===== src/rtl/fmafp_pkg.sv =====
// shared types, format constants and helper functions of the fused multiply-add unit
package fmafp_pkg;

  localparam int MANT_W   = 53;
  localparam int EXP_W    = 14;
  localparam int PROD_W   = 2 * MANT_W;
  localparam int WIDE_W   = 128;
  localparam int PAD_W    = 64 - MANT_W;

  typedef logic signed [EXP_W-1:0] exp_t;
  typedef logic [MANT_W-1:0]       mant_t;

  typedef enum logic {
    MODE_B64 = 1'b0,
    MODE_B32 = 1'b1
  } mode_t;

  // exponent offsets: value = mantissa * 2^(field - offset), mantissa msb at bit 52
  localparam exp_t B64_OFS = exp_t'(1075);
  localparam exp_t B32_OFS = exp_t'(179);

  // rounding constants per format
  localparam exp_t EU_OVF64  = exp_t'(1024);
  localparam exp_t EU_OVF32  = exp_t'(128);
  localparam exp_t EMIN64    = exp_t'(-1022);
  localparam exp_t EMIN32    = exp_t'(-126);
  localparam exp_t MB64      = exp_t'(52);
  localparam exp_t MB32      = exp_t'(23);
  localparam exp_t LSB_SUB64 = exp_t'(-1074);
  localparam exp_t LSB_SUB32 = exp_t'(-149);
  localparam exp_t BIAS_M1_64 = exp_t'(1022);
  localparam exp_t BIAS_M1_32 = exp_t'(126);

  localparam logic [63:0] QNAN64 = 64'h7FF8_0000_0000_0000;
  localparam logic [63:0] QNAN32 = 64'h0000_0000_7FC0_0000;
  localparam logic [63:0] INF64  = 64'h7FF0_0000_0000_0000;
  localparam logic [63:0] INF32  = 64'h0000_0000_7F80_0000;
  localparam logic [63:0] SIGN64 = 64'h8000_0000_0000_0000;
  localparam logic [63:0] SIGN32 = 64'h0000_0000_8000_0000;
  localparam logic [63:0] QBIT64 = 64'h0008_0000_0000_0000;
  localparam logic [63:0] QBIT32 = 64'h0000_0000_0040_0000;

  typedef struct packed {
    mode_t       mode;
    logic [63:0] factor_a;
    logic [63:0] factor_b;
    logic [63:0] addend;
  } operand_t;

  typedef struct packed {
    logic [63:0] sum_bits;
    logic        invalid_flag;
  } result_t;

  // special-case outcome that rides along with every beat
  typedef struct packed {
    mode_t       mode;
    logic        special;
    logic [63:0] spec_bits;
    logic        spec_inv;
  } tag_t;

  typedef struct packed {
    logic        sign;
    logic        nan;
    logic        inf;
    logic        zero;
    exp_t        ue;
    mant_t       m;
    logic [63:0] bits;
  } op_t;

  // addend side that travels next to the multiplier
  typedef struct packed {
    tag_t  tag;
    mant_t mc;
    exp_t  ec;
    logic  sp;
    logic  sc;
    logic  c_zero;
  } side_t;

  typedef struct packed {
    side_t side;
    mant_t ma;
    mant_t mb;
    exp_t  ea;
    exp_t  eb;
  } norm_t;

  typedef struct packed {
    side_t             side;
    logic [PROD_W-1:0] p;
    exp_t              pe;
  } prod_t;

  typedef struct packed {
    tag_t              tag;
    logic [WIDE_W-1:0] r;
    exp_t              e0;
    logic              rs;
  } sum_t;

  // index of the highest set bit of a 16-bit chunk, zero when empty
  function automatic logic [3:0] msb16(input logic [15:0] v);
    logic [3:0] idx;
    idx = '0;
    for (int i = 0; i < 16; i++) begin
      if (v[i]) idx = 4'(i);
    end
    return idx;
  endfunction

  // split one operand into sign, class, unified exponent and 53-bit mantissa
  function automatic op_t unpack_op(input mode_t mode, input logic [63:0] x);
    logic [10:0] e_fld;
    logic [51:0] f_fld;
    logic [10:0] e_use;
    logic        all1;
    logic        ez;
    logic        fz;
    exp_t        ofs;
    op_t         o;
    if (mode == MODE_B32) begin
      o.bits = {32'b0, x[31:0]};
      o.sign = x[31];
      e_fld  = {3'b0, x[30:23]};
      f_fld  = {x[22:0], 29'b0};
      all1   = &x[30:23];
      ofs    = B32_OFS;
    end else begin
      o.bits = x;
      o.sign = x[63];
      e_fld  = x[62:52];
      f_fld  = x[51:0];
      all1   = &x[62:52];
      ofs    = B64_OFS;
    end
    ez     = (e_fld == '0);
    fz     = (f_fld == '0);
    o.nan  = all1 && !fz;
    o.inf  = all1 && fz;
    o.zero = ez && fz;
    o.m    = {!ez, f_fld};
    e_use  = ez ? 11'd1 : e_fld;
    o.ue   = exp_t'(e_use) - ofs;
    return o;
  endfunction

endpackage


===== src/rtl/fmafp_add.sv =====
// addend alignment with sticky and the wide add or subtract (three stages)
module fmafp_add import fmafp_pkg::*; (
  input  logic  clk,
  input  logic  rst,
  input  logic  prod_valid,
  output logic  prod_ready,
  input  prod_t prod,
  output logic  sum_valid,
  input  logic  sum_ready,
  output sum_t  sum
);

  typedef struct packed {
    tag_t              tag;
    logic [WIDE_W-1:0] big;
    logic [WIDE_W-1:0] lesser;
    logic [7:0]        d;
    logic              eff_sub;
    logic              rs;
    exp_t              e0;
  } align_t;

  logic v1, v2, v3;
  logic en1, en2, en3;
  align_t s1, s1_next, s2, s2_next;
  sum_t   s3, s3_next;

  assign en3 = !v3 || sum_ready;
  assign en2 = !v2 || en3;
  assign en1 = !v1 || en2;
  assign prod_ready = en1;
  assign sum_valid  = v3;
  assign sum        = s3;

  // stage 1: put both leading ones at bit 125, order by magnitude
  always_comb begin
    logic [WIDE_W-1:0] p_w;
    logic [WIDE_W-1:0] z_w;
    exp_t              e_p;
    exp_t              e_c;
    exp_t              diff;
    logic              c_big;
    if (prod.p[PROD_W-1]) begin
      p_w = {2'b0, prod.p, 20'b0};
      e_p = prod.pe - exp_t'(20);
    end else begin
      p_w = {2'b0, prod.p[PROD_W-2:0], 21'b0};
      e_p = prod.pe - exp_t'(21);
    end
    z_w   = {2'b0, prod.side.mc, 73'b0};
    e_c   = prod.side.ec - exp_t'(73);
    c_big = !prod.side.c_zero &&
            ((e_c > e_p) || ((e_c == e_p) && (z_w > p_w)));
    diff  = c_big ? (e_c - e_p) : (e_p - e_c);
    s1_next.tag     = prod.side.tag;
    s1_next.eff_sub = prod.side.sp ^ prod.side.sc;
    if (prod.side.c_zero) begin
      s1_next.big    = p_w;
      s1_next.lesser = '0;
      s1_next.d      = '0;
      s1_next.rs     = prod.side.sp;
      s1_next.e0     = e_p;
    end else if (c_big) begin
      s1_next.big    = z_w;
      s1_next.lesser = p_w;
      s1_next.d      = (diff > exp_t'(255)) ? 8'hFF : diff[7:0];
      s1_next.rs     = prod.side.sc;
      s1_next.e0     = e_c;
    end else begin
      s1_next.big    = p_w;
      s1_next.lesser = z_w;
      s1_next.d      = (diff > exp_t'(255)) ? 8'hFF : diff[7:0];
      s1_next.rs     = prod.side.sp;
      s1_next.e0     = e_p;
    end
  end

  // stage 2: shift the lesser operand down, jam lost bits into bit 0
  always_comb begin
    logic              jam;
    jam     = |(s1.lesser & ~({WIDE_W{1'b1}} << s1.d));
    s2_next = s1;
    s2_next.lesser = (s1.lesser >> s1.d) | WIDE_W'(jam);
  end

  // stage 3: magnitude add or subtract
  always_comb begin
    s3_next.tag = s2.tag;
    s3_next.e0  = s2.e0;
    s3_next.rs  = s2.rs;
    s3_next.r   = s2.eff_sub ? (s2.big - s2.lesser) : (s2.big + s2.lesser);
  end

  always_ff @(posedge clk) begin
    if (rst) begin
      v1 <= 1'b0;
      v2 <= 1'b0;
      v3 <= 1'b0;
    end else begin
      if (en1) v1 <= prod_valid;
      if (en2) v2 <= v1;
      if (en3) v3 <= v2;
    end
  end

  always_ff @(posedge clk) begin
    if (en1) s1 <= s1_next;
    if (en2) s2 <= s2_next;
    if (en3) s3 <= s3_next;
  end

endmodule


===== config.mk =====
export PLATFORM = sky130hd
export DESIGN_NAME = fmafp_add
export DESIGN_NICKNAME = d
export VERILOG_FILES = /design/src/rtl/fmafp_pkg.sv /design/src/rtl/fmafp_add.sv
export SDC_FILE = /design/constraint.sdc
export NUM_CORES = 2
export LEC_CHECK = 0
export BUFFER_PORTS_ARGS = -buffer_cell sky130_fd_sc_hd__buf_4
export CORE_MARGIN = 2
export CORE_UTILIZATION = 50
export DETAILED_ROUTE_END_ITERATION = 10
export PLACE_DENSITY = 0.71
export SYNTH_ARGS = -nofsm -noshare
export SYNTH_HDL_FRONTEND = slang
export SYNTH_SLANG_ARGS = --single-unit
export TNS_END_PERCENT = 100

===== constraint.sdc =====
create_clock -name clk -period 7.84 [get_ports clk]
set_input_delay 0.392 -clock clk [delete_from_list [all_inputs] [get_ports clk]]
set_output_delay 0.392 -clock clk [all_outputs]
set_load 0.02 [all_outputs]

# ---- Word-level counts from Yosys, hierarchy flattened
# Cells that the tools add are included.
dict set report word_totals {
  reg_bits 899
  inputBits 261
  output_inout_bits 212
  elab_cells 69
}
dict set report classes {
  addsub 7
  n_lt_le_gt_ge 3
  n_eq_ne 1
  n_shift 2
  n_mux 9
  bitwise 5
  n_reduce_logical 12
}
# cell count
set op_table {}
lappend op_table {{2-to-1 mux 264 bit} 2}
lappend op_table {{adder 128 bit} 1}
lappend op_table {{bitwise AND 128 bit} 1}
lappend op_table {{> comparator 126 x 128 -> 1 bit} 1}
lappend op_table {{2-to-1 mux 128 bit} 1}
lappend op_table {{NOT 128 bit} 1}
lappend op_table {{OR 128 x 1 -> 128 bit} 1}
lappend op_table {{OR reduction 128 bit} 1}
lappend op_table {{left shift 128 x 8 -> 128 bit (first input constant)} 1}
lappend op_table {{right shift 128 x 8 -> 128 bit} 1}
lappend op_table {{subtractor 128 bit} 1}
lappend op_table {{2-to-1 mux 126 bit} 1}
lappend op_table {{2-to-1 mux 15 bit} 2}
lappend op_table {{2-to-1 mux 14 bit} 2}
lappend op_table {{subtractor 14 bit} 2}
lappend op_table {{subtractor 14 x 6 -> 14 bit (second input constant)} 2}
lappend op_table {{equality test 14 bit} 1}
lappend op_table {{> comparator 14 bit} 1}
lappend op_table {{> comparator 14 x 9 -> 1 bit (second input constant)} 1}
lappend op_table {{subtractor 14 x 8 -> 14 bit (second input constant)} 1}
lappend op_table {{2-to-1 mux 8 bit} 1}
lappend op_table {{logical NOT 1 bit} 4}
lappend op_table {{logical OR 1 bit} 4}
lappend op_table {{logical AND 1 bit} 2}
lappend op_table {{3 further kinds} 3}

# ---- Longest topological paths before layout
dict set report logic_depth {
  ltp_word 11
  ltp_mapped 27
  mapped_depth_nobuf 24
}

# ---- Worst setup path after synthesis
# No wires, ideal clock.
dict set report synth_timing {
  path_type {register to register}
  start {reg v3 (netlist: sum_valid)}
  end {reg s1[0] in the netlist's numbering (enable)}
  setup_time_ps 2330
  t_arrival_ps 5838
  required_time_ps 5510
  slack_ps -328
  stages_incl_launch_ff 4
  n_path_buf 0
  period_less_slack_ps 8168
  path_cell_list {dfxtp_1 -> nor2b_1 -> and2_1 -> nand2_1}
}
dict set report synth_via {
  elab_chain_len 4
}
# item line_no
set synth_lines {}
lappend synth_lines {{from (decl)} fmafp_add.sv:23} ;# logic v1, v2, v3;
lappend synth_lines {{from (signal assigned)} fmafp_add.sv:102} ;# if (en3) v3 <= v2;
lappend synth_lines {{logical NOT 1 bit} fmafp_add.sv:28} ;# assign en3 = !v3 || sum_ready;
lappend synth_lines {{logical OR 1 bit} fmafp_add.sv:28}
lappend synth_lines {{logical OR 1 bit} fmafp_add.sv:29} ;# assign en2 = !v2 || en3;
lappend synth_lines {{logical OR 1 bit} fmafp_add.sv:30} ;# assign en1 = !v1 || en2;
lappend synth_lines {{named net prod_ready} fmafp_add.sv:6} ;# output logic prod_ready,
lappend synth_lines {{to (signal assigned)} fmafp_add.sv:107} ;# if (en1) s1 <= s1_next;
lappend synth_lines {{to (decl)} fmafp_add.sv:25} ;# align_t s1, s1_next, s2, s2_next;
# The timed path passes the listed nets, and every way through them passes these cells.
# A chain may end at the register's enable or synchronous reset.

==> flow_summary.ini <==
[power_and_ir_drop]
p_per_area_nw_per_um2 = 344
power_leakage_uw = 0.0242
ir_drop_mv = 0.172
finalPower_uw = 20600

[logic_synthesis]
yosys_most_used_dff = edfxtp_1
syn_area_um2 = 51200
yosys_warnings = 0
synth-seq-cells = 831
yosysUniqueCellTypes = 92
synth-seq-area-share_pct = 48.6
syn_area_per_cell_um2 = 10.3
async_flop_share_pct = 0
synth_edf_count = 828
syn_inst = 4970
synth_nets = 5424

[clocking]
clk_latency_ps = 680
path_clk_slew_ps = 60
clock_path_buffers = 3
cts-root-buf = clkbuf_16
post_cts_buffers = 0
cts_max_level = 3
numClockSinks = 831
cts_tree = done
cts_resized = 0
numCtsBuffers = 88

[sta]
slew_viol_final = 0
fin_crit_sh_pct = 89.0
timing.fmax_mhz = 143
hold_viol_final = 0
setup_viol = 0
final.setup.tns_ps = 0
grt_setup_unrepaired = no
relSlewSlack_pct = 16.1
fin_skew_ps = 31.5
fin_crit_ps = 6980
worst_slew_pin_slew_ps = 1250

[final_layout]
syn_to_final_growth_pct = 16.7
fin_nets = 5839
fill_cells = 8600
drive_gt1_share_pct = 14.9

[worst_setup_path]
slowest_stage = or3_1
crit_type = register to register
cp_num_buf_inv = 3
cp_top_family = simple AND/OR/NAND/NOR gates
rr_startpoint = s2[24]
crit_chain = inv_1 > ha_1 > nor4b_4 > buf_4 > nand4_1 > or3_1 > nor2_1 > and3_1 > nor2b_1 > a21oi_1 > xnor2_1 > ha_1 > nand4_1 > nor4_1 > nand3_1 > o211ai_1 > nor3_1 > a21oi_1 > buf_4 > nand3_1 > a31oi_1 > o21bai_1 > xor2_1
worstPathArrival_ps = 7380
required_ps = 8240
cp-start-kind = register
reg2reg_slack_ps = 860
cp_max_fo = 10
cp-startpoint = s2[24]
critPathMaxStageDelay_ps = 580
crit_path_end_kind = register

[die]
ioPinCount = 473
die_x_um = 324
start_util_pct = 50.4
coreArea_um2 = 102000
rows = 117
die_area_um2 = 105000
die_h_um = 324

[placed_design]
port-buffer-count = 472
gp_congestion = 1.03
dp_hpwl_um = 130000

[global_routing]
grt_use_total_pct = 31.7
antenna_found_initial = 19
grt_start_max_net_pins = 177
grt_pass1_wl_um = 248000
first_global_vias = 39398
grt.overflow.total = 0

[job]
cap_violations = 0

[outcome]
status = completed

[detailed_routing]
drt-pass1-iter-count = 6
dr.first_iter.drc_count = 4728
viasPerCell = 6.11
drt-total-wl_um = 169000
antenna_left = 0
routedWlPerCell_um = 24.8
vias = 41712
remaining_drc_errors = 0

[worst_hold_path]
hp-class = input port to register
hp-start = prod[177]
-- flip-flops by register name, indices dropped and copies added (netlist names) --
| name | count |
|---|---|
| sum | 210 |
| s2 | 315 |
| s1 | 303 |
| v1 | 1 |
| sum_valid | 1 |
| v2 | 1 |
-- final cells by class --
type | count | area [um^2] | area share [%]
Antenna cell | 3 | 7.51 | 0.0126
Clock buffer | 104 | 2300 | 3.85
Clock inverter | 61 | 639 | 1.07
Inverter | 117 | 460 | 0.770
Multi-Input combinational cell | 3734 | 24800 | 41.5
Sequential cell | 831 | 24900 | 41.7
Tap cell | 1368 | 1710 | 2.86
Timing Repair Buffer | 613 | 4920 | 8.22
-- synth_stat cells (all sizes together) (17+ instances only) --
library cell  instances  area, um^2
or3                  30         188
a211oi               45         343
o21a                 31         233
xor2                 52         455
nor4                 53         353
nor3                111         582
nor2                643        2410
a31oi                43         269
clkbuf              230         863
nand4                84         526
xnor2               225        1970
edfxtp              828       24900
nand2b               44         275
ha                  191        2390
nand3                37         185
inv                 116         435
and2                 28         175
o22ai                17         106
a21o                 78         586
nor2b                40         250
buf                  58         235
nand2               552        2070
o21bai               44         342
a21oi               376        1890
o21ai               323        1620
mux4                 92        2070
mux2i               275        2750
nand3b               58         439
-- routing by layer --
metal  up-vias  part of all wire (%)  track usage (%)
met5         -                 0.021                0
met4         6                   3.7             11.9
met3       308                   9.3             6.16
met2      1974                    45             48.9
met1     20195                    42             44.3
li1      19229                     -                -
-- worst min-delay path, cell delays in order --
cell and delay (ps):
buf_4 90, nand2_1 40, o21ai_0 80
-- repair_timing --
item                                    4_1_cts  5_1_grt
endpoints found under the hold margin        95        0
hold buffers                                 94        0
endpoints found under the setup margin        0        0
-- stage by stage --
step / util, % / instance area (um^2) / std cells / setup WS, ps / hold WS, ps
after detailed placement: 54.9 / 55900 / 6569 / 925 / 405
after CTS: 58.8 / 59800 / 6828 / 927 / 1.36
after global placement: 54.9 / 55900 / 6569 / 1000 / 400
after global routing: 58.8 / 59800 / 6828 / 317 / 34.0
final: 58.8 / 59800 / 6831 / 861 / 40.4
after floorplan: - / 51300 / 4970 / 368 / 400
-- worst paths after layout --
kind                            endpoint  cells past startpoint
worst max-delay path            sum[142]                     23
worst max register to register  sum[142]                     23
worst min-delay path             s1[265]                      3
worst min register to register  sum[190]                      0
-- layout by cell type, fill, tap and decap left out, drive strengths merged, types with 16 or more instances in the layout --
cell           n
a211oi        45
a21o          78
a21oi        376
a31oi         43
and2          28
buf          519
clkbuf       104
clkinv        37
dlygate4sd3   94
edfxtp       828
ha           191
inv          123
mux2i        275
mux4          92
nand2        552
nand2b        44
nand3         37
nand3b        58
nand4         84
nor2         643
nor2b         40
nor3         111
nor4          53
o21a          31
o21ai        323
o21bai        44
o22ai         17
or2           16
or3           30
xnor2        225
xor2          52
-- logic make-up after synthesis --
family          Yosys count  synth area share (%)
simple gates           1747                  15.6
compound gates         1129                  13.5
flops                   831                  48.6
buf+inv                 405                  3.00
mux                     382                  9.74
xor+xnor                277                  4.73
fa+ha+maj               199                  4.86
-- power by group --
group / internal, uW / total [uW] / switching (uW)
clock: 2450 / 4240 / 1790
sequential: 6160 / 6910 / 750
combinational: 3400 / 9420 / 6020
Note: power is estimated with default switching activity, not from simulation.
