`config.mk`:
```
export PLATFORM = sky130hd
export DESIGN_NAME = fmafp_unpack
export DESIGN_NICKNAME = d
export VERILOG_FILES = /design/src/rtl/fmafp_pkg.sv /design/src/rtl/fmafp_unpack.sv
export SDC_FILE = /design/constraint.sdc
export NUM_CORES = 2
export LEC_CHECK = 0
export BUFFER_PORTS_ARGS = -buffer_cell sky130_fd_sc_hd__buf_4
export CAP_MARGIN = 25
export CORE_ASPECT_RATIO = 1.75
export CORE_MARGIN = 5
export CORE_UTILIZATION = 25
export CTS_BUF_LIST = sky130_fd_sc_hd__clkbuf_16
export DETAILED_ROUTE_END_ITERATION = 10
export SLEW_MARGIN = 20
export SYNTH_ARGS = -nofsm -noshare
export SYNTH_HDL_FRONTEND = slang
export SYNTH_SLANG_ARGS = --single-unit
```
`constraint.sdc`:
```
create_clock -name clk -period 8.85 [get_ports clk]
set_input_delay 0.4425 -clock clk [delete_from_list [all_inputs] [get_ports clk]]
set_output_delay 0.4425 -clock clk [all_outputs]
set_load 0.005 [all_outputs]
```
`src/rtl/fmafp_pkg.sv`:
```
// shared types, format constants and helper functions of the fused multiply-add unit
package fmafp_pkg;

  localparam int MANT_W   = 53;
  localparam int EXP_W    = 14;
  localparam int PROD_W   = 2 * MANT_W;
  localparam int WIDE_W   = 128;
  localparam int PAD_W    = 64 - MANT_W;

  typedef logic signed [EXP_W-1:0] exp_t;
  typedef logic [MANT_W-1:0]       mant_t;

  typedef enum logic {
    MODE_B64 = 1'b0,
    MODE_B32 = 1'b1
  } mode_t;

  // exponent offsets: value = mantissa * 2^(field - offset), mantissa msb at bit 52
  localparam exp_t B64_OFS = exp_t'(1075);
  localparam exp_t B32_OFS = exp_t'(179);

  // rounding constants per format
  localparam exp_t EU_OVF64  = exp_t'(1024);
  localparam exp_t EU_OVF32  = exp_t'(128);
  localparam exp_t EMIN64    = exp_t'(-1022);
  localparam exp_t EMIN32    = exp_t'(-126);
  localparam exp_t MB64      = exp_t'(52);
  localparam exp_t MB32      = exp_t'(23);
  localparam exp_t LSB_SUB64 = exp_t'(-1074);
  localparam exp_t LSB_SUB32 = exp_t'(-149);
  localparam exp_t BIAS_M1_64 = exp_t'(1022);
  localparam exp_t BIAS_M1_32 = exp_t'(126);

  localparam logic [63:0] QNAN64 = 64'h7FF8_0000_0000_0000;
  localparam logic [63:0] QNAN32 = 64'h0000_0000_7FC0_0000;
  localparam logic [63:0] INF64  = 64'h7FF0_0000_0000_0000;
  localparam logic [63:0] INF32  = 64'h0000_0000_7F80_0000;
  localparam logic [63:0] SIGN64 = 64'h8000_0000_0000_0000;
  localparam logic [63:0] SIGN32 = 64'h0000_0000_8000_0000;
  localparam logic [63:0] QBIT64 = 64'h0008_0000_0000_0000;
  localparam logic [63:0] QBIT32 = 64'h0000_0000_0040_0000;

  typedef struct packed {
    mode_t       mode;
    logic [63:0] factor_a;
    logic [63:0] factor_b;
    logic [63:0] addend;
  } operand_t;

  typedef struct packed {
    logic [63:0] sum_bits;
    logic        invalid_flag;
  } result_t;

  // special-case outcome that rides along with every beat
  typedef struct packed {
    mode_t       mode;
    logic        special;
    logic [63:0] spec_bits;
    logic        spec_inv;
  } tag_t;

  typedef struct packed {
    logic        sign;
    logic        nan;
    logic        inf;
    logic        zero;
    exp_t        ue;
    mant_t       m;
    logic [63:0] bits;
  } op_t;

  // addend side that travels next to the multiplier
  typedef struct packed {
    tag_t  tag;
    mant_t mc;
    exp_t  ec;
    logic  sp;
    logic  sc;
    logic  c_zero;
  } side_t;

  typedef struct packed {
    side_t side;
    mant_t ma;
    mant_t mb;
    exp_t  ea;
    exp_t  eb;
  } norm_t;

  typedef struct packed {
    side_t             side;
    logic [PROD_W-1:0] p;
    exp_t              pe;
  } prod_t;

  typedef struct packed {
    tag_t              tag;
    logic [WIDE_W-1:0] r;
    exp_t              e0;
    logic              rs;
  } sum_t;

  // index of the highest set bit of a 16-bit chunk, zero when empty
  function automatic logic [3:0] msb16(input logic [15:0] v);
    logic [3:0] idx;
    idx = '0;
    for (int i = 0; i < 16; i++) begin
      if (v[i]) idx = 4'(i);
    end
    return idx;
  endfunction

  // split one operand into sign, class, unified exponent and 53-bit mantissa
  function automatic op_t unpack_op(input mode_t mode, input logic [63:0] x);
    logic [10:0] e_fld;
    logic [51:0] f_fld;
    logic [10:0] e_use;
    logic        all1;
    logic        ez;
    logic        fz;
    exp_t        ofs;
    op_t         o;
    if (mode == MODE_B32) begin
      o.bits = {32'b0, x[31:0]};
      o.sign = x[31];
      e_fld  = {3'b0, x[30:23]};
      f_fld  = {x[22:0], 29'b0};
      all1   = &x[30:23];
      ofs    = B32_OFS;
    end else begin
      o.bits = x;
      o.sign = x[63];
      e_fld  = x[62:52];
      f_fld  = x[51:0];
      all1   = &x[62:52];
      ofs    = B64_OFS;
    end
    ez     = (e_fld == '0);
    fz     = (f_fld == '0);
    o.nan  = all1 && !fz;
    o.inf  = all1 && fz;
    o.zero = ez && fz;
    o.m    = {!ez, f_fld};
    e_use  = ez ? 11'd1 : e_fld;
    o.ue   = exp_t'(e_use) - ofs;
    return o;
  endfunction

endpackage

```
`src/rtl/fmafp_unpack.sv`:
```
// operand decode, special cases and mantissa normalization (three stages)
module fmafp_unpack import fmafp_pkg::*; (
  input  logic     clk,
  input  logic     rst,
  input  logic     operand_valid,
  output logic     operand_ready,
  input  operand_t operand,
  output logic     norm_valid,
  input  logic     norm_ready,
  output norm_t    norm
);

  // special-case result of one operation
  function automatic tag_t special_case(input mode_t mode, input op_t a, input op_t b,
                                        input op_t c);
    logic        sp;
    logic [63:0] qb;
    logic [63:0] dn;
    logic [63:0] infb;
    logic [63:0] sb;
    tag_t        t;
    sp   = a.sign ^ b.sign;
    qb   = (mode == MODE_B32) ? QBIT32 : QBIT64;
    dn   = (mode == MODE_B32) ? QNAN32 : QNAN64;
    infb = (mode == MODE_B32) ? INF32 : INF64;
    sb   = (mode == MODE_B32) ? SIGN32 : SIGN64;
    t.mode      = mode;
    t.special   = 1'b1;
    t.spec_inv  = 1'b0;
    t.spec_bits = '0;
    if (a.nan) begin
      t.spec_bits = a.bits | qb;
    end else if (b.nan) begin
      t.spec_bits = b.bits | qb;
    end else if ((a.zero && b.inf) || (b.zero && a.inf)) begin
      t.spec_bits = dn;
      t.spec_inv  = 1'b1;
    end else if (a.inf || b.inf) begin
      if (c.nan) begin
        t.spec_bits = c.bits | qb;
      end else if (c.inf && (c.sign != sp)) begin
        t.spec_bits = dn;
        t.spec_inv  = 1'b1;
      end else begin
        t.spec_bits = (sp ? sb : 64'b0) | infb;
      end
    end else if (c.nan) begin
      t.spec_bits = c.bits | qb;
    end else if (c.inf) begin
      t.spec_bits = c.bits;
    end else if (a.zero || b.zero) begin
      if (c.zero) t.spec_bits = (sp && c.sign) ? sb : 64'b0;
      else        t.spec_bits = c.bits;
    end else begin
      t.special = 1'b0;
    end
    return t;
  endfunction

  logic v1, v2, v3;
  logic en1, en2, en3;
  norm_t s1, s2, s3;
  norm_t s1_next, s3_next;
  logic [2:0][3:0]       nz2, nz2_next;
  logic [2:0][3:0][3:0]  idx2, idx2_next;

  // stall chain: a stage moves when empty or when the next one moves
  assign en3 = !v3 || norm_ready;
  assign en2 = !v2 || en3;
  assign en1 = !v1 || en2;
  assign operand_ready = en1;
  assign norm_valid    = v3;
  assign norm          = s3;

  // stage 1: decode
  always_comb begin
    op_t oa, ob, oc;
    oa = unpack_op(operand.mode, operand.factor_a);
    ob = unpack_op(operand.mode, operand.factor_b);
    oc = unpack_op(operand.mode, operand.addend);
    s1_next.side.tag    = special_case(operand.mode, oa, ob, oc);
    s1_next.side.mc     = oc.m;
    s1_next.side.ec     = oc.ue;
    s1_next.side.sp     = oa.sign ^ ob.sign;
    s1_next.side.sc     = oc.sign;
    s1_next.side.c_zero = oc.zero;
    s1_next.ma          = oa.m;
    s1_next.mb          = ob.m;
    s1_next.ea          = oa.ue;
    s1_next.eb          = ob.ue;
  end

  // stage 2: per-chunk leading one search on the three mantissas
  always_comb begin
    logic [2:0][63:0] mp;
    mp[0] = {s1.ma, PAD_W'(0)};
    mp[1] = {s1.mb, PAD_W'(0)};
    mp[2] = {s1.side.mc, PAD_W'(0)};
    for (int o = 0; o < 3; o++) begin
      for (int j = 0; j < 4; j++) begin
        nz2_next[o][j]  = |mp[o][16*j +: 16];
        idx2_next[o][j] = msb16(mp[o][16*j +: 16]);
      end
    end
  end

  // stage 3: shift each mantissa up to bit 52 and adjust its exponent
  always_comb begin
    logic [2:0][63:0] mp;
    logic [2:0][63:0] sh;
    logic [2:0][5:0]  pos;
    logic [2:0][5:0]  lz;
    mp[0] = {s2.ma, PAD_W'(0)};
    mp[1] = {s2.mb, PAD_W'(0)};
    mp[2] = {s2.side.mc, PAD_W'(0)};
    for (int o = 0; o < 3; o++) begin
      pos[o] = '0;
      for (int j = 0; j < 4; j++) begin
        if (nz2[o][j]) pos[o] = {2'(j), idx2[o][j]};
      end
      lz[o] = 6'd63 - pos[o];
      sh[o] = mp[o] << lz[o];
    end
    s3_next         = s2;
    s3_next.ma      = sh[0][63:PAD_W];
    s3_next.mb      = sh[1][63:PAD_W];
    s3_next.side.mc = sh[2][63:PAD_W];
    s3_next.ea      = s2.ea - exp_t'(lz[0]);
    s3_next.eb      = s2.eb - exp_t'(lz[1]);
    s3_next.side.ec = s2.side.ec - exp_t'(lz[2]);
  end

  // valid bits
  always_ff @(posedge clk) begin
    if (rst) begin
      v1 <= 1'b0;
      v2 <= 1'b0;
      v3 <= 1'b0;
    end else begin
      if (en1) v1 <= operand_valid;
      if (en2) v2 <= v1;
      if (en3) v3 <= v2;
    end
  end

  // payload
  always_ff @(posedge clk) begin
    if (en1) s1 <= s1_next;
    if (en2) begin
      s2   <= s1;
      nz2  <= nz2_next;
      idx2 <= idx2_next;
    end
    if (en3) s3 <= s3_next;
  end

  // finite nonzero operands leave normalized
  a_norm_msb: assert property (@(posedge clk) disable iff (rst)
    v3 && !s3.side.tag.special |-> s3.ma[MANT_W-1] && s3.mb[MANT_W-1])
    else $error("factor mantissa not normalized");

  a_norm_addend: assert property (@(posedge clk) disable iff (rst)
    v3 && !s3.side.tag.special && !s3.side.c_zero |-> s3.side.mc[MANT_W-1])
    else $error("addend mantissa not normalized");

endmodule

```
After elaboration in Yosys (flattened, before gate mapping) --
Cells that the tools add are included.
Word-level totals: register bits 876, bits of input ports 197, output and inout bits 273
Cells by class: add/sub/neg operators 9, equality and inequality tests 1, shift-type cells 3, muxes and demuxes 189, bitwise gates (word level) 5, reductions and logical operators 87
Operators with widths (number):
- $mux W64 | 15
- $mux W4 | 60
- $mux W52 | 4
- $or A64 B52 Y64 | 3
- $shl A64 B6 Y64 | 3
- $logic_not A52 Y1 | 3
- $reduce_or A16 Y1 | 9
- $mux W63 | 2
- $mux W3 | 36
- $mux W11 | 7
- $reduce_or A8 Y1 | 9
- $mux W65 | 1
- $or A64 B63 Y64 | 1
- $mux W6 | 9
- $mux W2 | 24
- $reduce_or A4 Y1 | 12
- $sub A12 B14 Y14 | 3
- $sub A14 B7 Y14 | 3
- $logic_not A11 Y1 | 3
- $reduce_and A11 Y1 | 3
- $mux W1 | 31
- $reduce_or A2 Y1 | 13
- $reduce_and A8 Y1 | 3
- $sub A6 B6 Y6 const A | 3
- 7 further kinds | 34

Longest topological paths before layout --
depth in word-level cells 14, depth in mapped cells 18, gate-level depth less buffers 15

Worst setup path after synthesis --
Ideal clock, no wire load.
path type input -> register, start point input port norm_ready, end point register idx2[0] (netlist bit) (enable), setup time 0.681 ns, arrival time 7.077 ns, path slack 1.092 ns, stages 3, buffers on the path 0, path through nor2b_1 -> and2_1 -> inv_1
Between the ends: longest elaborated chain between the ends 2
RTL lines:
- from (decl) | RTL line fmafp_unpack.sv:9 | input logic norm_ready,
- $logic_or A1 B1 Y1 | RTL line fmafp_unpack.sv:68 | assign en3 = !v3 || norm_ready;
- $logic_or A1 B1 Y1 | RTL line fmafp_unpack.sv:69 | assign en2 = !v2 || en3;
- via en2 | RTL line fmafp_unpack.sv:61 | logic en1, en2, en3;
- to (signal assigned) | RTL line fmafp_unpack.sv:152 | idx2 <= idx2_next;
- to (decl) | RTL line fmafp_unpack.sv:65 | logic [2:0][3:0][3:0] idx2, idx2_next;
The timed path passes the listed nets, and every way through them passes these cells. A chain may end at the register's enable or synchronous reset.

==> results.toml <==
[layout]
nNetsFinal = 4254
drive_gt1_share_pct = 21.0
syn_to_final_growth_pct = 20.4
postLayoutCoreUtil_pct = 30.3

[hold_path]
holdPathStages = 3
min_from = "operand[172]"
hold_path_class = "input pin to register"
holdPathEnd = "s1[125]$_DFFE_PP_"

[cts]
cts_buffers = 86
cts.path.max_buffers = 3
cts.reportedPaths.clkPinSlew_ps = 70
cts_root_buffer = "clkbuf_16"
clock_sinks = 876
clkLatencyLatePin_ps = 710
cts_max_level = 3
post-cts-setup-buffer-count = 0
tritoncts = "yes"
ctsResizeCount = 0

[critical_path]
reg2regPathDepth = 12
reg2reg_to = "norm[12]$_DFFE_PP_"
cp-end-kind = "register"
cp_slowest_stage_delay_ps = 860
crit_slowest_cell = "edfxtp_1"
crit_fanout = 44
rrSetupSlack_ps = 3710
crit_path_start_kind = "register"
required_ps = 9280
path_class = "register to register"
reg2reg_from = "nz2[6]$_DFFE_PP_"
crit_arrival_ps = 5570
worstPathCellList = "nand2b_1, o22ai_1, inv_1, nand2_2, clkinv_1, ha_1, o21ai_0, nand2b_1, a21o_1, a21o_1, or4b_2, xnor2_1"

[timing]
whs_ps = 87.9
skew_ps = 42.1
min_period_ps = 5140
max_freq_ghz = 0.195
finalHoldViolations = 0
worst_pin_slew_ps = 1120
setup_viol = 0
post-route-period-util_pct = 58.0
setup_tns_ps = 0
slew_headroom_pct = 25.7
grt_setup_unrepaired = "no"
final_max_slew_viol_count = 0

[floorplanning]
die_y_um = 568
die_x_um = 329
rows = 204
ios = 470
coreArea_um2 = 177000
start_util_pct = 25.2
dieArea_um2 = 187000

[detailed_routing]
dr_total_vias = 33396
route.detailed.drc = 0
drt_wl_total_mm = 180
viasPerCell = 5.15
firstDrtPassIters = 8
drt_iter0_markers = 3240
wl_per_cell_um = 27.8
ant_nets = 0

[global_route]
grt_pass1_wl_mm = 251
antenna_found_initial = 56
grt_max_degree = 156
grt_pass1_vias = 33398
grt_util_all_layers_pct = 18.6
grt_remaining_overflow = 0

[synth]
synth-main-ff-cell = "edfxtp_1"
synth_area_leaders = "edfxtp_1, mux2i_1, mux2_2"
async_reset_ff_share_pct = 0
synth_warnings = 0
ys_seq_area_share_pct = 59.1
synth_edf_count = 873
syn_area_per_cell_um2 = 12.3
yosysMostFrequentCell = "edfxtp_1"
syn_area_um2 = 44400
yosys.area.top_type = "edfxtp_1"
synth_top_area_share_pct = 59.0
ys_ff_latch = 876
synthTopCellsByCount = "edfxtp_1, mux2i_1, nor2_1"
syn_nets = 3851
synth_cell_types = 81
synthCells = 3626

[place]
routabilityCongestion = 0.981
port_buffers = 469
place.detailed.hpwl_mm = 142

[pwr]
peakVddDrop_mv = 0.161
p_per_area_nw_per_um2 = 185
p_leak_nw = 21.3

[status]
status = "finished, final reports clean"

[run]
max_cap_violations = 0
-- stage by stage --
step           cell area (µm²)  std cells  setup WS (ps)  power (mW)
2_1_floorplan            44400       3626           1090        5.56
3_3_place_gp             50600       6305           3700        6.22
3_5_place_dp             50600       6306           3810        6.22
4_1_cts                  53400       6466           3760        10.0
5_1_grt                  53500       6468           3440        10.3
6_report                 53500       6484           3710        9.89
-- worst max-delay path by stage --
stage / start / end / slack (ps) / cells past startpoint
global placement: nz2[6]$_DFFE_PP_ / norm[9]$_DFFE_PP_ / 3700 / 12
global route: nz2[7]$_DFFE_PP_ / norm[12]$_DFFE_PP_ / 3440 / 13
CTS: nz2[7]$_DFFE_PP_ / norm[12]$_DFFE_PP_ / 3760 / 13
detailed placement: nz2[6]$_DFFE_PP_ / norm[12]$_DFFE_PP_ / 3810 / 12
finish: nz2[6]$_DFFE_PP_ / norm[12]$_DFFE_PP_ / 3710 / 12
floorplan: norm_ready / idx2[0]$_SDFFCE_PP1P_ / 1090 / 3
-- routing by layer --
layer  wire length (µm)  track usage [%]  up-vias
li1                   -                -    14929
met1              68600             21.9    16420
met2              85800             31.2     1582
met3              15800             5.41      407
met4               9720             8.50       58
met5                373                0        -
-- critical path, delay by kind of cell, from the launching register on --
family                     cells  cell delay, ps
AOI/OAI and AO/OA              4             990
xor gates and xnor gates       1             150
adders and majority gates      1             400
buffers and inverters          2             530
DFF                            1             860
and+or+nand+nor                4            1940
-- power by group --
part / total, mW / leakage, nW / switching (mW) / internal, mW
combinational: 1.05 / 10.2 / 0.592 / 0.459
clock: 3.75 / 1.41 / 1.75 / 2.00
sequential: 5.08 / 9.72 / 0.201 / 4.88
total: 9.89 / 21.3 / 2.54 / 7.35
-- registers in the layout (all words and copies together), names as in the netlist --
register / flops
s1: 271
norm_valid: 1
idx2: 48
s2: 271
nz2: 12
v2: 1
norm: 271
v1: 1
-- placed cells by master (no fill, tap or decap), drive strengths merged, types with 77 or more instances in the layout --
master	count
edfxtp	873
clkbuf	86
nor2b	105
nand3	198
nor2	221
nand2	187
o211ai	94
inv	114
mux2i	297
nor3	77
buf	525
mux2	121
a21oi	204
a211oi	100
o21ai	129
-- what timing repair did --
item | in CTS | in global routing
endpoints found under the hold margin | 4 | 0
setup endpoints to repair | 0 | 0
hold buffers | 3 | 0
-- area by class of cell --
cell class | count | area (µm²)
diodes | 17 | 42.5
clock buffers | 86 | 2150
clock inverters | 71 | 686
fillers | 18024 | 123000
inverters | 93 | 364
multi-input cells | 2444 | 17000
flip-flops and latches | 876 | 26300
well taps | 2369 | 2960
repair buffers | 528 | 4010
-- cell families after synthesis --
family,Yosys count,synth area share (%)
simple gates,1065,12.1
flops,876,59.1
compound gates,854,13.0
mux,443,11.0
buf+inv,306,2.84
xor+xnor,54,1.06
fa+ha+maj,28,0.839
No activity file was read; power rests on OpenSTA's default activity.
