==> src/rtl/fmafp_pkg.sv <==
// shared types, format constants and helper functions of the fused multiply-add unit
package fmafp_pkg;

  localparam int MANT_W   = 53;
  localparam int EXP_W    = 14;
  localparam int PROD_W   = 2 * MANT_W;
  localparam int WIDE_W   = 128;
  localparam int PAD_W    = 64 - MANT_W;

  typedef logic signed [EXP_W-1:0] exp_t;
  typedef logic [MANT_W-1:0]       mant_t;

  typedef enum logic {
    MODE_B64 = 1'b0,
    MODE_B32 = 1'b1
  } mode_t;

  // exponent offsets: value = mantissa * 2^(field - offset), mantissa msb at bit 52
  localparam exp_t B64_OFS = exp_t'(1075);
  localparam exp_t B32_OFS = exp_t'(179);

  // rounding constants per format
  localparam exp_t EU_OVF64  = exp_t'(1024);
  localparam exp_t EU_OVF32  = exp_t'(128);
  localparam exp_t EMIN64    = exp_t'(-1022);
  localparam exp_t EMIN32    = exp_t'(-126);
  localparam exp_t MB64      = exp_t'(52);
  localparam exp_t MB32      = exp_t'(23);
  localparam exp_t LSB_SUB64 = exp_t'(-1074);
  localparam exp_t LSB_SUB32 = exp_t'(-149);
  localparam exp_t BIAS_M1_64 = exp_t'(1022);
  localparam exp_t BIAS_M1_32 = exp_t'(126);

  localparam logic [63:0] QNAN64 = 64'h7FF8_0000_0000_0000;
  localparam logic [63:0] QNAN32 = 64'h0000_0000_7FC0_0000;
  localparam logic [63:0] INF64  = 64'h7FF0_0000_0000_0000;
  localparam logic [63:0] INF32  = 64'h0000_0000_7F80_0000;
  localparam logic [63:0] SIGN64 = 64'h8000_0000_0000_0000;
  localparam logic [63:0] SIGN32 = 64'h0000_0000_8000_0000;
  localparam logic [63:0] QBIT64 = 64'h0008_0000_0000_0000;
  localparam logic [63:0] QBIT32 = 64'h0000_0000_0040_0000;

  typedef struct packed {
    mode_t       mode;
    logic [63:0] factor_a;
    logic [63:0] factor_b;
    logic [63:0] addend;
  } operand_t;

  typedef struct packed {
    logic [63:0] sum_bits;
    logic        invalid_flag;
  } result_t;

  // special-case outcome that rides along with every beat
  typedef struct packed {
    mode_t       mode;
    logic        special;
    logic [63:0] spec_bits;
    logic        spec_inv;
  } tag_t;

  typedef struct packed {
    logic        sign;
    logic        nan;
    logic        inf;
    logic        zero;
    exp_t        ue;
    mant_t       m;
    logic [63:0] bits;
  } op_t;

  // addend side that travels next to the multiplier
  typedef struct packed {
    tag_t  tag;
    mant_t mc;
    exp_t  ec;
    logic  sp;
    logic  sc;
    logic  c_zero;
  } side_t;

  typedef struct packed {
    side_t side;
    mant_t ma;
    mant_t mb;
    exp_t  ea;
    exp_t  eb;
  } norm_t;

  typedef struct packed {
    side_t             side;
    logic [PROD_W-1:0] p;
    exp_t              pe;
  } prod_t;

  typedef struct packed {
    tag_t              tag;
    logic [WIDE_W-1:0] r;
    exp_t              e0;
    logic              rs;
  } sum_t;

  // index of the highest set bit of a 16-bit chunk, zero when empty
  function automatic logic [3:0] msb16(input logic [15:0] v);
    logic [3:0] idx;
    idx = '0;
    for (int i = 0; i < 16; i++) begin
      if (v[i]) idx = 4'(i);
    end
    return idx;
  endfunction

  // split one operand into sign, class, unified exponent and 53-bit mantissa
  function automatic op_t unpack_op(input mode_t mode, input logic [63:0] x);
    logic [10:0] e_fld;
    logic [51:0] f_fld;
    logic [10:0] e_use;
    logic        all1;
    logic        ez;
    logic        fz;
    exp_t        ofs;
    op_t         o;
    if (mode == MODE_B32) begin
      o.bits = {32'b0, x[31:0]};
      o.sign = x[31];
      e_fld  = {3'b0, x[30:23]};
      f_fld  = {x[22:0], 29'b0};
      all1   = &x[30:23];
      ofs    = B32_OFS;
    end else begin
      o.bits = x;
      o.sign = x[63];
      e_fld  = x[62:52];
      f_fld  = x[51:0];
      all1   = &x[62:52];
      ofs    = B64_OFS;
    end
    ez     = (e_fld == '0);
    fz     = (f_fld == '0);
    o.nan  = all1 && !fz;
    o.inf  = all1 && fz;
    o.zero = ez && fz;
    o.m    = {!ez, f_fld};
    e_use  = ez ? 11'd1 : e_fld;
    o.ue   = exp_t'(e_use) - ofs;
    return o;
  endfunction

endpackage

==> src/rtl/fmafp_round.sv <==
// leading one search, rounding to nearest even and packing (four stages)
module fmafp_round import fmafp_pkg::*; (
  input  logic    clk,
  input  logic    rst,
  input  logic    sum_valid,
  output logic    sum_ready,
  input  sum_t    sum,
  output logic    result_valid,
  input  logic    result_ready,
  output result_t result
);

  localparam int NCHUNK = WIDE_W / 16;
  localparam int Q_W    = MANT_W + 1;

  typedef struct packed {
    tag_t              tag;
    logic [WIDE_W-1:0] r;
    exp_t              sh;
    logic              ovf;
    logic              sub;
    logic              zero;
    logic [10:0]       exp_field;
    logic              rs;
  } rnd_t;

  typedef struct packed {
    tag_t        tag;
    logic [Q_W-1:0] q;
    logic        round_up;
    logic        ovf;
    logic        sub;
    logic        zero;
    logic [10:0] exp_field;
    logic        rs;
  } pack_t;

  logic v1, v2, v3, v4;
  logic en1, en2, en3, en4;
  sum_t s1;
  logic [NCHUNK-1:0]      nz1, nz1_next;
  logic [NCHUNK-1:0][3:0] idx1, idx1_next;
  rnd_t   s2, s2_next;
  pack_t  s3, s3_next;
  result_t s4, s4_next;
  mode_t   mode4;

  assign en4 = !v4 || result_ready;
  assign en3 = !v3 || en4;
  assign en2 = !v2 || en3;
  assign en1 = !v1 || en2;
  assign sum_ready    = en1;
  assign result_valid = v4;
  assign result       = s4;

  // stage 1: per-chunk leading one
  always_comb begin
    for (int j = 0; j < NCHUNK; j++) begin
      nz1_next[j]  = |sum.r[16*j +: 16];
      idx1_next[j] = msb16(sum.r[16*j +: 16]);
    end
  end

  // stage 2: result exponent, range checks and rounding position
  always_comb begin
    logic [2:0] hi;
    logic [6:0] k;
    exp_t       eu;
    exp_t       tmp;
    logic       b32;
    hi = '0;
    for (int j = 0; j < NCHUNK; j++) begin
      if (nz1[j]) hi = 3'(j);
    end
    k   = {hi, idx1[hi]};
    eu  = s1.e0 + exp_t'(k);
    b32 = (s1.tag.mode == MODE_B32);
    s2_next.tag  = s1.tag;
    s2_next.r    = s1.r;
    s2_next.rs   = s1.rs;
    s2_next.zero = !(|nz1);
    s2_next.ovf  = eu >= (b32 ? EU_OVF32 : EU_OVF64);
    s2_next.sub  = eu < (b32 ? EMIN32 : EMIN64);
    s2_next.sh   = s2_next.sub ? ((b32 ? LSB_SUB32 : LSB_SUB64) - s1.e0)
                               : (exp_t'(k) - (b32 ? MB32 : MB64));
    tmp = eu + (b32 ? BIAS_M1_32 : BIAS_M1_64);
    s2_next.exp_field = tmp[10:0];
  end

  // stage 3: cut the sum at the rounding position, guard and sticky
  always_comb begin
    exp_t              neg;
    logic [7:0]        sh_c;
    logic [7:0]        sh_m1;
    logic [WIDE_W-1:0] shl;
    logic [WIDE_W-1:0] shr;
    logic [WIDE_W-1:0] hbits;
    logic              half;
    logic              rest;
    neg   = -s2.sh;
    sh_c  = (s2.sh > exp_t'(200)) ? 8'd200 : s2.sh[7:0];
    sh_m1 = sh_c - 8'd1;
    shl   = s2.r << neg[5:0];
    shr   = s2.r >> sh_c;
    hbits = s2.r >> sh_m1;
    half  = hbits[0];
    rest  = |(s2.r & ~({WIDE_W{1'b1}} << sh_m1));
    s3_next.tag       = s2.tag;
    s3_next.ovf       = s2.ovf;
    s3_next.sub       = s2.sub;
    s3_next.zero      = s2.zero;
    s3_next.exp_field = s2.exp_field;
    s3_next.rs        = s2.rs;
    if (s2.sh[EXP_W-1] || (s2.sh == '0)) begin
      s3_next.q        = shl[Q_W-1:0];
      s3_next.round_up = 1'b0;
    end else begin
      s3_next.q        = shr[Q_W-1:0];
      s3_next.round_up = half && (rest || shr[0]);
    end
  end

  // stage 4: increment, pack, saturate, and pick the special or zero result
  always_comb begin
    logic [Q_W-1:0] qr;
    logic [63:0]    b64;
    logic [63:0]    b32;
    logic [63:0]    bits;
    qr  = s3.q + Q_W'(s3.round_up);
    b64 = s3.sub ? {10'b0, qr} : ({1'b0, s3.exp_field, 52'b0} + {10'b0, qr});
    b32 = s3.sub ? {10'b0, qr} : ({33'b0, s3.exp_field[7:0], 23'b0} + {10'b0, qr});
    if (s3.tag.mode == MODE_B32) begin
      bits = (s3.ovf || (b32 >= INF32)) ? INF32 : b32;
      bits = bits | (s3.rs ? SIGN32 : 64'b0);
    end else begin
      bits = (s3.ovf || (b64 >= INF64)) ? INF64 : b64;
      bits = bits | (s3.rs ? SIGN64 : 64'b0);
    end
    if (s3.tag.special) begin
      s4_next.sum_bits     = s3.tag.spec_bits;
      s4_next.invalid_flag = s3.tag.spec_inv;
    end else if (s3.zero) begin
      s4_next.sum_bits     = '0;
      s4_next.invalid_flag = 1'b0;
    end else begin
      s4_next.sum_bits     = bits;
      s4_next.invalid_flag = 1'b0;
    end
  end

  always_ff @(posedge clk) begin
    if (rst) begin
      v1 <= 1'b0;
      v2 <= 1'b0;
      v3 <= 1'b0;
      v4 <= 1'b0;
    end else begin
      if (en1) v1 <= sum_valid;
      if (en2) v2 <= v1;
      if (en3) v3 <= v2;
      if (en4) v4 <= v3;
    end
  end

  always_ff @(posedge clk) begin
    if (en1) begin
      s1   <= sum;
      nz1  <= nz1_next;
      idx1 <= idx1_next;
    end
    if (en2) s2 <= s2_next;
    if (en3) s3 <= s3_next;
    if (en4) begin
      s4    <= s4_next;
      mode4 <= s3.tag.mode;
    end
  end

  // invalid only ever comes with the default quiet nan
  a_inv_dnan: assert property (@(posedge clk) disable iff (rst)
    v4 && s4.invalid_flag |-> (s4.sum_bits == QNAN64) || (s4.sum_bits == QNAN32))
    else $error("invalid raised without default nan");

  // single precision results keep the upper word clear
  a_b32_upper: assert property (@(posedge clk) disable iff (rst)
    v4 && (mode4 == MODE_B32) |-> s4.sum_bits[63:32] == '0)
    else $error("single precision result has upper bits set");

endmodule

==> config.mk <==
export PLATFORM = sky130hd
export DESIGN_NAME = fmafp_round
export DESIGN_NICKNAME = d
export VERILOG_FILES = /design/src/rtl/fmafp_pkg.sv /design/src/rtl/fmafp_round.sv
export SDC_FILE = /design/constraint.sdc
export NUM_CORES = 2
export LEC_CHECK = 0
export BUFFER_PORTS_ARGS = -buffer_cell sky130_fd_sc_hd__buf_2
export CORE_MARGIN = 5
export CORE_UTILIZATION = 60
export DETAILED_ROUTE_END_ITERATION = 12
export PLACE_DENSITY = 0.8
export SKIP_LAST_GASP = 1
export SLEW_MARGIN = 20
export SYNTH_ARGS = -nofsm -noshare
export SYNTH_HDL_FRONTEND = slang
export SYNTH_SLANG_ARGS = --single-unit
export TNS_END_PERCENT = 5
==> constraint.sdc <==
create_clock -name clk -period 9.3 [get_ports clk]
set_input_delay 0 -clock clk [delete_from_list [all_inputs] [get_ports clk]]
set_output_delay 0 -clock clk [all_outputs]
set_load 0.01 [all_outputs]
-- After elaboration in Yosys (flattened, before gate mapping)
Index checks and enable logic that the tools add are counted.
- bits of input ports: 214
- register bits: 680
- logic and storage cells: 278
- output and inout port bits: 67
- shift-type cells: 4
- multiplexer cells: 138
- reduce and logical (&&, ||, !) cells: 49
- bitwise operators: 4
- magnitude comparators: 6
- add/subtract/negate cells: 9
- operator list (operator ; count):
    64-bit 2-to-1 mux ; 4
    4-bit 2-to-1 mux ; 47
    55-bit 2-to-1 mux ; 3
    65-bit 2-to-1 mux ; 2
    128-bit bitwise AND ; 1
    128-bit inverter ; 1
    128-bit OR reduction ; 1
    16-bit OR reduction ; 8
    128-bit by 6-bit left shift with 54-bit output ; 1
    128-bit by 8-bit left shift with 128-bit output (first input constant) ; 1
    128-bit by 8-bit right shift with 1-bit output ; 1
    128-bit by 8-bit right shift with 54-bit output ; 1
    3-bit 2-to-1 mux ; 38
    8-bit OR reduction ; 9
    63-bit by 54-bit adder with 64-bit output ; 1
    64-bit by 63-bit greater-or-equal comparator with 1-bit output (second input constant) ; 1
    64-bit OR ; 1
    31-bit by 54-bit adder with 55-bit output ; 1
    55-bit by 31-bit greater-or-equal comparator with 1-bit output (second input constant) ; 1
    55-bit by 32-bit OR with 55-bit output ; 1
    54-bit by 1-bit adder with 54-bit output ; 1
    2-bit 2-to-1 mux ; 18
    32-bit 2-to-1 mux ; 1
    4-bit OR reduction ; 8
    22 further kinds ; 58

-- Depth between registers and ports, before layout
- word-level depth: 14
- depth in mapped cells: 31
- depth with buffers taken out: 26

-- Least setup slack after synthesis
OpenSTA, ideal clock, no wires.
- path kind: reg-to-reg
- start point: reg v4 (netlist: result_valid)
- end point: reg idx1[0] (netlist bit) (enable)
- setup slack: 2.375 ns
- library setup time: 1.957 ns
- arrival time: 4.969 ns
- required time: 7.343 ns
- stages on the path, launching flop included: 4
- path through: dfxtp_1 nor2b_1 and3_1 nand2_1
- cells in the longest elaborated chain, start to end: 5
- RTL lines (element ; line ; RTL):
    start: declaration ; fmafp_round.sv:38 ; logic v1, v2, v3, v4;
    start signal: assignment ; fmafp_round.sv:161 ; if (en4) v4 <= v3;
    1-bit zero test ; fmafp_round.sv:48 ; assign en4 = !v4 || result_ready;
    1-bit logical OR ; fmafp_round.sv:48 ;
    1-bit logical OR ; fmafp_round.sv:49 ; assign en3 = !v3 || en4;
    1-bit logical OR ; fmafp_round.sv:50 ; assign en2 = !v2 || en3;
    1-bit logical OR ; fmafp_round.sv:51 ; assign en1 = !v1 || en2;
    net sum_ready ; fmafp_round.sv:6 ; output logic sum_ready,
    end signal: assignment ; fmafp_round.sv:169 ; idx1 <= idx1_next;
    end: declaration ; fmafp_round.sv:42 ; logic [NCHUNK-1:0][3:0] idx1, idx1_next;
The timed path passes the listed nets, and every way through them passes these cells.
A chain may end at the register's enable or synchronous reset.

-- Final worst setup path
- start point: reg s2[16] (netlist bit)
- end point: reg s3[15] (netlist bit), data pin
- cells in the longest elaborated chain, start to end: 9
- elaborated cells on any way between the ends: 13
- those cells by class: 1 x add/sub; 1 x order compare; 3 x shift; 1 x mux; 2 x bitwise; 5 x reduce/logical
- RTL lines (element ; line ; RTL):
    start: declaration ; fmafp_round.sv:43 ; rnd_t s2, s2_next;
    start signal: assignment ; fmafp_round.sv:171 ; if (en2) s2 <= s2_next;
    14-bit by 9-bit greater-than comparator with 1-bit output ; fmafp_round.sv:101 ; sh_c = (s2.sh > exp_t'(200)) ? 8'd200 : s2.sh[7:0];
    8-bit 2-to-1 mux ; fmafp_round.sv:101 ;
    8-bit by 1-bit subtractor with 8-bit output ; fmafp_round.sv:102 ; sh_m1 = sh_c - 8'd1;
    128-bit by 8-bit left shift with 128-bit output ; fmafp_round.sv:107 ; rest = |(s2.r & ~({WIDE_W{1'b1}} << sh_m1));
    128-bit inverter ; fmafp_round.sv:107 ;
    128-bit bitwise AND ; fmafp_round.sv:107 ;
    128-bit OR reduction ; fmafp_round.sv:107 ;
    1-bit logical OR ; fmafp_round.sv:119 ; s3_next.round_up = half && (rest || shr[0]);
    1-bit logical AND ; fmafp_round.sv:119 ;
    end signal: assignment ; fmafp_round.sv:172 ; if (en3) s3 <= s3_next;
    end: declaration ; fmafp_round.sv:44 ; pack_t s3, s3_next;
Parallel ways exist; a longest one is shown, timed or not.

==> results_dict.tcl <==
set metrics [dict create \
    io_buffers 280 \
    max_freq_mhz 149 \
    hold_ws_ns 0.0803 \
    crit_fanout 30 \
    drt_first_pass_iters 7 \
    grt_pass1_wl_mm 240 \
    start_util_pct 60.6 \
    cp_slowest_stage_delay_ns 0.80 \
    cts_setup_buffers 0 \
    cp-start-kind "register" \
    synthMuxAreaShare_pct 15.6 \
    synthCells 4025 \
    wirelength_mm 164 \
    path_buf_inv 3 \
    synth_top_area_share_pct 47.6 \
    setup_viol 0 \
    cts.path.max_buffers 3 \
    min_path_cells 2 \
    fp-row-count 97 \
    synth_area_leaders "edfxtp_1 48%, mux2i_1 9.1%, mux4_2 5.7%" \
    path_cells "buf_4 > inv_1 > ha_2 > nand2b_1 > a21boi_0 > o21ai_1 > a21oi_4 > inv_2 > ha_1 > nor3b_1 > a21oi_1 > nor3b_1 > nand2_1 > a222oi_1 > nand4_1 > a2111oi_0 > o2111ai_1 > nor4_1 > o211ai_1 > and3_1" \
    min_to "s1[167]" \
    fin_tns_setup_ns 0 \
    end_kind "register" \
    cp.required_ns 9.64 \
    synth_top_family_by_area "multiplexers" \
    relSlewSlack_pct 21.0 \
    async_flop_share_pct 0 \
    critical-path-slowest-cell "o21ai_1" \
    total_power_mw 10.4 \
    num_vias 37900 \
    hold_buffers 213 \
    path_delay_family "compound AO/OA/AOI/OAI gates" \
    drt_iter0_drc 5928 \
    drc 0 \
    synth_most_common_cell "edfxtp_1" \
    tightest_slew_ns 1.16 \
    synth-compound-area-share_pct 15.5 \
    outcome "completed" \
    ys.flop_type "edfxtp_1" \
    cts_tree "built" \
    hold_viol 0 \
    reg2reg_slack_ns 2.60 \
    cts_max_level 3 \
    gr-total-overflow 0 \
    antenna_left 0 \
    hold_start "sum[167]" \
    place_congestion 1.12 \
    die_h_um 277 \
    avgSynthCellArea_um2 10.6 \
    synth_area_um2 42600 \
    rsz0062_at_grt "no" \
    crit_type "reg -> reg" \
    r2r.worst_path.cells 20 \
    avgViaCountPerCell 7.04 \
    wl_per_cell_um 30.4 \
    clkTransAtPathRegs_ns 0.07 \
    coreArea_um2 70300 \
    leakage_nw 19.4 \
    io_pins 281 \
    r2r_end "s3[15]" \
    die_w_um 277 \
    yosys_warnings 0 \
    fin_skew_ns 0.0438 \
    grt_max_degree 140 \
    synthXorXnorAreaFrac_pct 2.28 \
    drive_gt1_share_pct 15.8 \
    path_common_cell "nor3b_1" \
    arrival_ns 7.03 \
    min_period_ns 6.70 \
    syn_to_final_growth_pct 15.8 \
    synth_edf_count 676 \
    ys_ff_latch 680 \
    cts_root_buf "clkbuf_16" \
    synth-simple-area-share_pct 14.1 \
    timing.rr.start "s2[16]" \
    cap_viol_max_count 0 \
    antenna_found_initial 2 \
    synth_commonest_cells "676 x edfxtp_1, 489 x nand2_1, 386 x mux2i_1, 338 x nor2_1, 253 x o21ai_0" \
    clk_latency_ns 0.65 \
    finalCritPeriodShare_pct 72.0 \
    synth.distinct_cells 92 \
    fin_cells 5388 \
    die_area_um2 76500 \
    hold_class "in -> reg" \
    post_cts.resized_instances 0 \
    dp_hpwl_mm 113 \
    synth-seq-area-share_pct 47.8 \
    grt_usage_pct 41.2 \
    power.density_nw_per_um2 210 \
    clock_sinks 680 \
    synth_fa_ha_area_share_pct 1.36 \
    mappedNetlistNets 4282 \
    dp.cells 5043 \
    slew_violations 0 \
    numCtsBuffers 69 \
    fillers 4985 \
    grt_pass1_vias 36600 \
    layout.nets 4644 \
    yosysTopAreaCell "edfxtp_1" \
    vdd_drop_max_mv 0.246 \
]
## report_power, final
part	internal, mW	switching, mW	total [mW]
sequential	3.63	0.282	3.91
combinational	1.26	2.35	3.60
clock	1.62	1.24	2.86
total	6.50	3.87	10.4
## worst max path at each step
stage,startpoint,to,cells past startpoint
6_report,s2[16],s3[15],20
5_1_grt,s2[16],s3[15],20
4_1_cts,nz1[2],s2[18],24
3_5_place_dp,nz1[2],s2[18],24
3_3_place_gp,s2[16],s3[15],20
2_1_floorplan,result_valid,idx1[0],3
## cell families after synthesis
family,count (synthesis)
XOR/XNOR,110
AND/OR/NAND/NOR,1288
AO/OA/AOI/OAI,1009
flip-flops,680
multiplexers,527
adder cells (fa/ha/maj),44
buffers and inverters,367
## final cells by class
class | count | area, um2 | area share (%)
Inverter | 90 | 350 | 0.710
Multi-Input combinational cell | 2978 | 21000 | 42.6
Antenna cell | 9 | 22.5 | 0.0456
Timing Repair Buffer | 568 | 4120 | 8.35
Tap cell | 940 | 1180 | 2.38
Clock inverter | 43 | 437 | 0.885
Sequential cell | 680 | 20400 | 41.3
Clock buffer | 80 | 1830 | 3.71
## cells in the final DEF, fill, tap and decap left out, types with 34 or more instances in the layout
cell type | synthesis | routed
nor2_1 | 338 | 330
nand2_1 | 489 | 485
nor4_1 | 62 | 61
buf_2 | 9 | 280
mux2i_1 | 386 | 386
and3_1 | 35 | 35
mux4_2 | 107 | 107
nand3_1 | 68 | 68
a31oi_1 | 47 | 47
clkbuf_16 | 0 | 71
o21ai_0 | 253 | 252
a21oi_1 | 211 | 208
edfxtp_1 | 676 | 676
nand4_1 | 36 | 36
xnor2_1 | 75 | 71
o22ai_1 | 48 | 48
a211oi_1 | 62 | 62
mux2_2 | 34 | 34
buf_4 | 0 | 73
dlygate4sd3_1 | 0 | 213
ha_1 | 39 | 38
o211ai_1 | 47 | 47
inv_1 | 84 | 81
nor3_1 | 90 | 89
## per-layer routing
| metal | vias to the layer above | wire length [um] | global-route usage (%) |
|---|---|---|---|
| li1 | 16200 | - | - |
| met1 | 18000 | 56700 | 51.0 |
| met2 | 3029 | 74600 | 66.5 |
| met3 | 765 | 18900 | 10.0 |
| met4 | 0 | 13300 | 24.0 |
| met5 | - | 0 | 0 |
## stage by stage
step	setup slack, ns	area (um2)	util [%]
finish	2.60	49300	70.2
global route	2.14	49300	70.2
CTS	2.75	49300	70.2
detailed placement	2.86	44900	63.9
global placement	2.98	44900	63.9
floorplan	2.37	42600	-
## state kept, by name, indices dropped and copies added (netlist names)
name / count
idx1: 32
nz1: 8
result: 65
result_valid: 1
s1: 210
s2: 224
s3: 137
v1: 1
v2: 1
v3: 1
Note: power is estimated with default switching activity, not from simulation.
